===== config.mk =====
export PLATFORM = sky130hd
export DESIGN_NAME = dds_tune_bitbang_sequencer
export DESIGN_NICKNAME = d
export VERILOG_FILES = /design/src/rtl/dtbs_pkg.sv /design/src/rtl/dds_tune_bitbang_sequencer.sv
export SDC_FILE = /design/constraint.sdc
export NUM_CORES = 2
export LEC_CHECK = 0
export BUFFER_PORTS_ARGS = -buffer_cell sky130_fd_sc_hd__buf_2
export CORE_UTILIZATION = 41
export DETAILED_ROUTE_END_ITERATION = 8
export PLACE_DENSITY = 0.67
export SKIP_LAST_GASP = 1
export SLEW_MARGIN = 20
export SYNTH_ARGS = -nofsm -noshare
export SYNTH_HDL_FRONTEND = slang
export SYNTH_SLANG_ARGS = --single-unit
export TNS_END_PERCENT = 20

===== constraint.sdc =====
create_clock -name clk -period 11.7 [get_ports clk]
set_input_delay 0 -clock clk [delete_from_list [all_inputs] [get_ports clk]]
set_output_delay 0 -clock clk [all_outputs]
set_load 0.01 [all_outputs]

===== src/rtl/dtbs_pkg.sv =====
// dtbs_pkg: types, codes and pin sequence tables for the DDS tuning sequencer.
// Used by dds_tune_bitbang_sequencer and its checker; no dependencies.

package dtbs_pkg;

    localparam int TUNING_BITS_DEF = 28;

    localparam logic [26:0] MCLK_HZ    = 27'd75000000;
    localparam logic [8:0]  SET_LEN    = 9'd308;
    localparam logic [8:0]  SLEEP_LEN  = 9'd38;
    localparam logic [15:0] SLEEP_WORD = 16'h21f8;

    localparam logic [15:0] CTRL_LOW   = 16'h2028;
    localparam logic [15:0] CTRL_MID   = 16'h2038;
    localparam logic [15:0] CTRL_RESET = 16'h0100;
    localparam logic [15:0] FREQ0_SEL  = 16'h4000;
    localparam logic [15:0] FREQ1_SEL  = 16'h8000;
    localparam logic [15:0] PHASE_FIRST = 16'hc000;
    localparam logic [15:0] PHASE_WORD = 16'he000;
    localparam logic [13:0] HALF_MASK  = 14'h3fff;

    localparam logic [26:0] MIN_FREQ_RST = 27'd1000;
    localparam logic [26:0] MAX_FREQ_RST = 27'd70000000;

    localparam logic [7:0] LED_BIT = 8'h08;

    // band filter codes, thresholds on the unhalved frequency
    localparam logic [7:0] BAND_0 = 8'h10;
    localparam logic [7:0] BAND_1 = 8'hB0;
    localparam logic [7:0] BAND_2 = 8'hC0;
    localparam logic [7:0] BAND_3 = 8'h60;
    localparam logic [7:0] BAND_4 = 8'h00;
    localparam logic [7:0] BAND_5 = 8'hD0;

    typedef enum logic [1:0] {
        ACT_TICK  = 2'd0,
        ACT_SET   = 2'd1,
        ACT_SLEEP = 2'd2,
        ACT_REARM = 2'd3
    } action_t;

    typedef enum logic [1:0] {
        ST_BYTE  = 2'd0,
        ST_IDLE  = 2'd1,
        ST_RANGE = 2'd2,
        ST_BUSY  = 2'd3
    } status_t;

    typedef enum logic [1:0] {
        REG_MIN_FREQ = 2'd0,
        REG_MAX_FREQ = 2'd1,
        REG_HALVE    = 2'd2
    } reg_index_t;

    typedef struct packed {
        logic [1:0]  action;
        logic [26:0] frequency;
    } in_item_t;

    typedef struct packed {
        logic [7:0] pin_byte;
        logic [1:0] status;
        logic       last;
    } out_item_t;

    localparam int NUM_SEGS = 18;

    // framing patterns: SCLK bit0, data bit1, FSYNC bit2
    localparam logic [2:0] FRAME_BYTES [4][7] = '{
        '{3'd5, 3'd5, 3'd5, 3'd5, 3'd1, 3'd0, 3'd0},
        '{3'd1, 3'd3, 3'd1, 3'd3, 3'd1, 3'd3, 3'd1},
        '{3'd5, 3'd5, 3'd5, 3'd1, 3'd0, 3'd0, 3'd0},
        '{3'd5, 3'd5, 3'd5, 3'd0, 3'd0, 3'd0, 3'd0}
    };

    // bit3 set: data word (low bits give its number), else framing pattern
    localparam logic [3:0] SEG_CODE [NUM_SEGS] = '{
        4'd0, 4'd0, 4'd8, 4'd1, 4'd9, 4'd0, 4'd10, 4'd1, 4'd11,
        4'd0, 4'd12, 4'd1, 4'd13, 4'd2, 4'd14, 4'd2, 4'd15, 4'd3
    };

    localparam logic [8:0] SEG_START [NUM_SEGS] = '{
        9'd0, 9'd5, 9'd10, 9'd42, 9'd49, 9'd81, 9'd86, 9'd118, 9'd125,
        9'd157, 9'd162, 9'd194, 9'd201, 9'd233, 9'd237, 9'd269, 9'd273, 9'd305
    };

    // two bytes per word bit, MSB first; clock low on the odd byte
    function automatic logic [1:0] word_bit(input logic [15:0] val, input logic [4:0] k);
        logic b;
        b = val[4'd15 - k[4:1]];
        return {b, ~k[0]};
    endfunction

    function automatic logic [15:0] data_word(input logic [2:0] n, input logic mid,
                                              input logic first_wr, input logic [31:0] tw);
        logic [15:0] ctrl;
        logic [15:0] lo;
        logic [15:0] hi;
        logic [15:0] w;
        ctrl = mid ? CTRL_MID : CTRL_LOW;
        lo   = {2'b00, tw[13:0] & HALF_MASK};
        hi   = {2'b00, tw[27:14] & HALF_MASK};
        case (n)
            3'd0:    w = first_wr ? (ctrl | CTRL_RESET) : ctrl;
            3'd1:    w = FREQ0_SEL | lo;
            3'd2:    w = FREQ0_SEL | hi;
            3'd3:    w = FREQ1_SEL | lo;
            3'd4:    w = FREQ1_SEL | hi;
            3'd5:    w = first_wr ? PHASE_FIRST : PHASE_WORD;
            3'd6:    w = PHASE_WORD;
            default: w = ctrl;
        endcase
        return w;
    endfunction

    function automatic logic [7:0] sleep_byte(input logic [8:0] idx);
        logic [7:0] b;
        logic [8:0] k;
        k = idx - 9'd5;
        if (idx < 9'd4)
            b = 8'd5;
        else if (idx == 9'd4)
            b = 8'd1;
        else if (idx < 9'd37)
            b = {6'b0, word_bit(SLEEP_WORD, k[4:0])};
        else
            b = 8'd5;
        return b;
    endfunction

endpackage


===== src/rtl/dds_tune_bitbang_sequencer.sv =====
// dds_tune_bitbang_sequencer: pin byte sequencer for loading a DDS tuning word.
// Depends on dtbs_pkg.
//
//  channel | dir | handshake             | beat
//  --------+-----+-----------------------+----------------------------------
//  in      | in  | in_valid / in_ready   | in_item_t: action, frequency
//  out     | out | out_valid / out_ready | out_item_t: pin_byte, status, last
//  cfg     | in  | APB, pready tied high | min/max frequency, halve flag
//
// One beat in, one beat out, one beat per cycle sustained; the result sits in
// a single output register and in_ready follows out_ready when it is full.
// The tuning word comes from a reciprocal multiply by the 75 MHz clock constant:
// two 27x27 partial products are registered with the set beat and summed in the
// next cycle, so the word settles long before FREQ0 bits go out at step 49.
// Reset: idle, first-write flag set, limits 1000 Hz .. 70 MHz, halving on.

module dds_tune_bitbang_sequencer
    import dtbs_pkg::*;
#(
    parameter int TUNING_BITS = TUNING_BITS_DEF
) (
    input  logic        clk,
    input  logic        rst_n,
    input  logic        in_valid,
    output logic        in_ready,
    input  in_item_t    in_data,
    output logic        out_valid,
    input  logic        out_ready,
    output out_item_t   out_data,
    input  logic        psel,
    input  logic        penable,
    input  logic        pwrite,
    input  logic [3:0]  paddr,
    input  logic [31:0] pwdata,
    output logic [31:0] prdata,
    output logic        pready
);

    // floor(d * 2^TUNING_BITS / MCLK) == (d * RECIP) >> 48, exact for 27-bit d
    // since d times the odd part of the clock stays below 2^48
    localparam int          RECIP_SHIFT = 48;
    localparam logic [80:0] RECIP_FULL  =
        ((81'd1 << (TUNING_BITS + RECIP_SHIFT)) + 81'(MCLK_HZ) - 81'd1) / 81'(MCLK_HZ);
    localparam logic [26:0] RECIP_LO    = RECIP_FULL[26:0];
    localparam logic [26:0] RECIP_HI    = RECIP_FULL[53:27];

    logic [26:0] min_freq_reg, max_freq_reg;
    logic        halve_reg;

    logic        running_reg, running_next;
    logic [8:0]  step_reg, step_next;
    logic        sleep_reg, sleep_next;
    logic        mid_reg, mid_next;
    logic [7:0]  band_reg, band_next;
    logic        led_reg, led_next;
    logic        fw_pend_reg, fw_pend_next;
    logic        fw_latch_reg, fw_latch_next;

    logic [TUNING_BITS-1:0] tw_reg, tw_next;
    logic [53:0]            prod_lo_reg, prod_lo_next;
    logic [53:0]            prod_hi_reg, prod_hi_next;
    logic [80:0]            prod_sum;

    logic      out_valid_reg, out_valid_next;
    out_item_t out_data_reg, out_data_next;

    logic        accept;
    logic        cfg_wr;
    logic [26:0] dval;

    logic        emit, start;
    logic [8:0]  idx, len;
    logic [4:0]  seg;
    logic [8:0]  off_full;
    logic [3:0]  code;
    logic [7:0]  base, set_b;
    logic [31:0] tw32;

    assign accept    = in_valid & in_ready;
    assign in_ready  = ~out_valid_reg | out_ready;
    assign out_valid = out_valid_reg;
    assign out_data  = out_data_reg;
    assign pready    = 1'b1;
    assign cfg_wr    = psel & penable & pwrite;
    assign tw32      = 32'(tw_reg);

    always_comb
    begin
        case (paddr[3:2])
            REG_MIN_FREQ: prdata = {5'b0, min_freq_reg};
            REG_MAX_FREQ: prdata = {5'b0, max_freq_reg};
            REG_HALVE:    prdata = {31'b0, halve_reg};
            default:      prdata = 32'b0;
        endcase
    end

    // command decode, then emission from the updated state
    always_comb
    begin
        running_next  = running_reg;
        step_next     = step_reg;
        sleep_next    = sleep_reg;
        mid_next      = mid_reg;
        band_next     = band_reg;
        led_next      = led_reg;
        fw_pend_next  = fw_pend_reg;
        fw_latch_next = fw_latch_reg;
        out_valid_next = out_valid_reg & ~out_ready;
        out_data_next  = out_data_reg;
        emit  = 1'b0;
        start = 1'b0;
        dval  = halve_reg ? {1'b0, in_data.frequency[26:1]} : in_data.frequency;

        if (accept)
        begin
            out_valid_next = 1'b1;
            out_data_next  = '{pin_byte: 8'd0, status: ST_IDLE, last: 1'b0};
            case (action_t'(in_data.action))
                ACT_TICK:
                begin
                    emit = running_reg;
                end
                ACT_REARM:
                begin
                    fw_pend_next = 1'b1;
                end
                ACT_SLEEP:
                begin
                    if (running_reg)
                        out_data_next.status = ST_BUSY;
                    else
                    begin
                        sleep_next = 1'b1;
                        start      = 1'b1;
                        emit       = 1'b1;
                    end
                end
                ACT_SET:
                begin
                    if (running_reg)
                        out_data_next.status = ST_BUSY;
                    else if (in_data.frequency < min_freq_reg ||
                             in_data.frequency > max_freq_reg)
                        out_data_next.status = ST_RANGE;
                    else
                    begin
                        if (in_data.frequency < 27'd1200000)       band_next = BAND_0;
                        else if (in_data.frequency < 27'd5500000)  band_next = BAND_1;
                        else if (in_data.frequency < 27'd10500000) band_next = BAND_2;
                        else if (in_data.frequency < 27'd18500000) band_next = BAND_3;
                        else if (in_data.frequency < 27'd30000000) band_next = BAND_4;
                        else                                       band_next = BAND_5;
                        mid_next = (in_data.frequency >= 27'd1600000) &&
                                   (in_data.frequency <= 27'd19000000);
                        fw_latch_next = fw_pend_reg;
                        fw_pend_next  = 1'b0;
                        led_next      = ~led_reg;
                        sleep_next    = 1'b0;
                        start         = 1'b1;
                        emit          = 1'b1;
                    end
                end
                default:
                begin
                    emit = 1'b0;
                end
            endcase
        end

        len = sleep_next ? SLEEP_LEN : SET_LEN;
        idx = start ? 9'd0 : step_reg;
        if (idx >= len)
            idx = len - 9'd1;

        seg = 5'd0;
        for (int s = 1; s < NUM_SEGS; s++)
        begin
            if (idx >= SEG_START[s])
                seg = 5'(s);
        end
        off_full = idx - SEG_START[seg];
        code     = SEG_CODE[seg];
        if (code[3])
            base = {6'b0, word_bit(data_word(code[2:0], mid_next, fw_latch_next, tw32),
                                   off_full[4:0])};
        else
            base = {5'b0, FRAME_BYTES[code[1:0]][off_full[2:0]]};
        set_b = base | (led_next ? 8'd0 : LED_BIT) | band_next;

        if (emit)
        begin
            out_data_next.pin_byte = sleep_next ? sleep_byte(idx) : set_b;
            out_data_next.status   = ST_BYTE;
            out_data_next.last     = (idx + 9'd1 >= len);
            running_next = 1'b1;
            if (idx + 9'd1 >= len)
            begin
                running_next = 1'b0;
                step_next    = 9'd0;
            end
            else
                step_next = idx + 9'd1;
        end
    end

    // partial products taken with the set beat, low TUNING_BITS of the quotient kept
    always_comb
    begin
        prod_lo_next = prod_lo_reg;
        prod_hi_next = prod_hi_reg;
        if (start && !sleep_next)
        begin
            prod_lo_next = {27'b0, dval} * {27'b0, RECIP_LO};
            prod_hi_next = {27'b0, dval} * {27'b0, RECIP_HI};
        end
    end

    assign prod_sum = {prod_hi_reg, 27'b0} + {27'b0, prod_lo_reg};
    assign tw_next  = prod_sum[RECIP_SHIFT +: TUNING_BITS];

    always_ff @(posedge clk or negedge rst_n)
    begin
        if (!rst_n)
        begin
            min_freq_reg  <= MIN_FREQ_RST;
            max_freq_reg  <= MAX_FREQ_RST;
            halve_reg     <= 1'b1;
            running_reg   <= 1'b0;
            step_reg      <= 9'd0;
            sleep_reg     <= 1'b0;
            mid_reg       <= 1'b0;
            band_reg      <= 8'd0;
            led_reg       <= 1'b0;
            fw_pend_reg   <= 1'b1;
            fw_latch_reg  <= 1'b0;
            tw_reg        <= '0;
            prod_lo_reg   <= 54'd0;
            prod_hi_reg   <= 54'd0;
            out_valid_reg <= 1'b0;
        end
        else
        begin
            if (cfg_wr)
            begin
                case (paddr[3:2])
                    REG_MIN_FREQ: min_freq_reg <= pwdata[26:0];
                    REG_MAX_FREQ: max_freq_reg <= pwdata[26:0];
                    REG_HALVE:    halve_reg    <= pwdata[0];
                    default:      halve_reg    <= halve_reg;
                endcase
            end
            running_reg   <= running_next;
            step_reg      <= step_next;
            sleep_reg     <= sleep_next;
            mid_reg       <= mid_next;
            band_reg      <= band_next;
            led_reg       <= led_next;
            fw_pend_reg   <= fw_pend_next;
            fw_latch_reg  <= fw_latch_next;
            tw_reg        <= tw_next;
            prod_lo_reg   <= prod_lo_next;
            prod_hi_reg   <= prod_hi_next;
            out_valid_reg <= out_valid_next;
        end
    end

    always_ff @(posedge clk)
    begin
        out_data_reg <= out_data_next;
    end

endmodule


==> summary.txt <==
Run
  – Max Cap Viol: 0

Clock tree
  – Clock latency on the worst-skew pair: 0.50 ns
  – CTS tree: built
  – Clk buf depth: 2
  – CTS buffer count: 17
  – Clock-pin slew on the worst setup and hold paths: approximately 0.090 ns
  – Root Driver: clkbuf_16
  – Clock sink count: 193
  – H-tree depth: 4

STA
  – Final slew viol count: 0
  – Tcrit/Tclk final: about nine tenths
  – Setup violators final: 0
  – RSZ-0062 raised after global routing: no
  – Final Hold Vio Count: 0
  – Least-Margin Pin Slew: roughly 1.2 ns
  – Fmax: 93.5 MHz
  – Final setup margin: 1.01 ns
  – Final TNS setup: 0 ns
  – Final Critical Period: 10.69 ns
  – Clk_skew: roughly 0.022 ns
  – Max_slew headroom: between 20% and 30%

Worst setup path
  – Critical Path RT: 11.94 ns
  – Crit path launch: max_freq_reg[8]$_DFFE_PN1P_
  – Crit-path leading delay family: compound AO/OA/AOI/OAI gates
  – Launching point of the worst reg2reg path: max_freq_reg[8]$_DFFE_PN1P_
  – CP Depth: 43
  – Reg2reg path depth: 43
  – CP Launch Type: flip-flop
  – CP most frequent cell: nand2_1
  – Sum of buffers and inverters on the critical path: 4
  – Slowest CP cell: fa_1
  – Data arrival time of the critical path: 10.93 ns
  – Crit-path max FO: 16
  – CP peak stage delay: 0.85 ns
  – CP Capture Type: flip-flop
  – CP Class: flip-flop to flip-flop

Drt
  – Met1 Wirelength: 36,300 um
  – ANT nets after route: 0
  – Highest metal used: met4
  – Via density: around 5.2
  – WL per Instance: 18.2 um
  – Metal2 WL: 37,500 um
  – # DRC: 0
  – Met3 WL post-DR: 3640 um
  – Initial DRC Count: 1,287
  – Via count: 22,800
  – First-pass DRT Iterations: 5
  – Total Wirelength: 79,200 um

Finish
  – Share of cells above drive strength 1: 8.22%
  – Ant diodes: 0
  – Area grow syn2layout: 8.49%
  – Post-Route Utilization: between 40% and 50%
  – Max reg flops: 49
  – Fin nets: roughly 4,400
  – Post-route cell area: around 0.034 mm2

Die
  – Die height: 278 um
  – Core Rows: 100
  – Ports: 118
  – Die area: 0.0771 mm2
  – Starting density of the core: 41.6%
  – Die width: ~280 um
  – Core Box Area: 0.0748 mm2

Global route
  – First-pass GRT wire length: 130,000 um
  – Largest net degree at the start of global routing: 85
  – Initial antenna violation count: 0
  – Grt ovf: 0
  – Total GRT Usage: ~21%
  – Vias in the first global route: 24,100

Synth
  – Unique masters post-synth: between 90 and 100
  – Post-synthesis async set-or-reset flop share: 94.3%
  – Mapped Area: 0.0311 mm2
  – Seq/Total Area, Yosys: 15.7%
  – EDFF count, synth: 9
  – Mapped Avg Cell Area: between 9 and 10 um2
  – Synth Warn #: 0
  – Post-Syn Instances: 3,257
  – Synth Register Bits: 193
  – Dominant synthesized flop cell: dfrtp_1

Outcome
  – Outcome: finished clean

Placed design
  – Pre-CTS setup slack: 1.03 ns
  – Dpl hpwl: 65,700 um
  – Final GP Congestion: approximately 0.94
  – I/O Buffers: between 100 and 150
  – Dpl cell area: 0.0328 mm2

Worst hold path
  – Worst Hold Class: input port to asynchronous set/reset pin
==> logic make-up (layout without fill, tap and decap cells) <==
logic type	after synthesis	after routing	share of synthesized area, %
adder cells (fa/ha/maj)	976	976	48.7
other	2	6	0.0241
flip-flops	193	193	15.7
buffers and inverters	771	893	9.42
XOR/XNOR	106	106	2.98
AND/OR/NAND/NOR	601	601	9.16
multiplexers	87	87	3.02
AO/OA/AOI/OAI	521	521	11.0
==> through the flow <==
stage / hold slack (ns) / std cells
6_report: 0.0933 / 4352
5_1_grt: 0.108 / 4352
4_1_cts: 0.0542 / 4352
3_5_place_dp: 0.0926 / 4288
3_3_place_gp: 0.0949 / 4288
2_1_floorplan: -0.296 / 3261
==> cell type report <==
type	count	area, um2
Fill cell	7055	41000
Multi-Input combinational cell	2297	23400
Sequential cell	193	4890
Inverter	697	2620
Tap cell	969	1210
Timing Repair Buffer	164	1060
Clock buffer	17	425
Clock inverter	15	221
==> Yosys cell counts, types with 23 or more instances <==
master	instances	area share, %
o21ai_0	160	2.6
inv_1	694	8.4
nand2b_1	23	0.46
nand4_1	28	0.56
mux2i_1	32	1.0
xor2_1	36	1.0
nand2_1	232	2.8
mux2_2	55	2.0
a21oi_1	104	1.7
nor3_1	37	0.59
dfrtp_1	165	13
a21o_1	49	1.2
fa_1	395	25
xnor2_1	70	2.0
ha_1	580	23
nor2_1	120	1.4
nand3_1	53	0.85
clkbuf_1	56	0.67
==> repair_timing <==
action                                  CTS  global route
endpoints found under the setup margin    0             1
hold endpoints to repair                129             0
buffers inserted                          0             0
hold buffers                             32             0
resized for setup                         0             1
==> cell usage in the layout, fill, tap and decap left out, types with 36 or more instances in the layout <==
cell type and count:
inv_1 694, ha_1 580, fa_1 395, nand2_1 231
dfrtp_1 165, o21ai_0 159, nor2_1 119, a21oi_1 104
buf_2 103, xnor2_1 70, mux2_2 55, nand3_1 53
a21o_1 49, nor3_1 36, xor2_1 36
==> routing by layer <==
layer | track usage [%] | vias to the layer above
li1 | - | 11000
met1 | 28.8 | 11200
met2 | 35.9 | 563
met3 | 3.45 | 98
met4 | 5.44 | 0
met5 | 0 | -
==> final timing paths <==
path	end	slack (ns)
max in group asynchronous	prod_hi_reg[8]$_DFFE_PN0P_	10.32
setup / recovery	out_data[4]$_DFFE_PP_	1.01
hold reg to reg	band_reg[3]$_DFF_PN0_	0.47
hold / removal	out_valid$_DFF_PN0_	0.09
min in group clk	mid_reg$_DFF_PN0_	0.11
setup reg to reg	out_data[4]$_DFFE_PP_	1.01
Power is left out: the tool's default activity adds up to more than one toggle a clock period on the data nets, which glitch-free logic cannot reach.
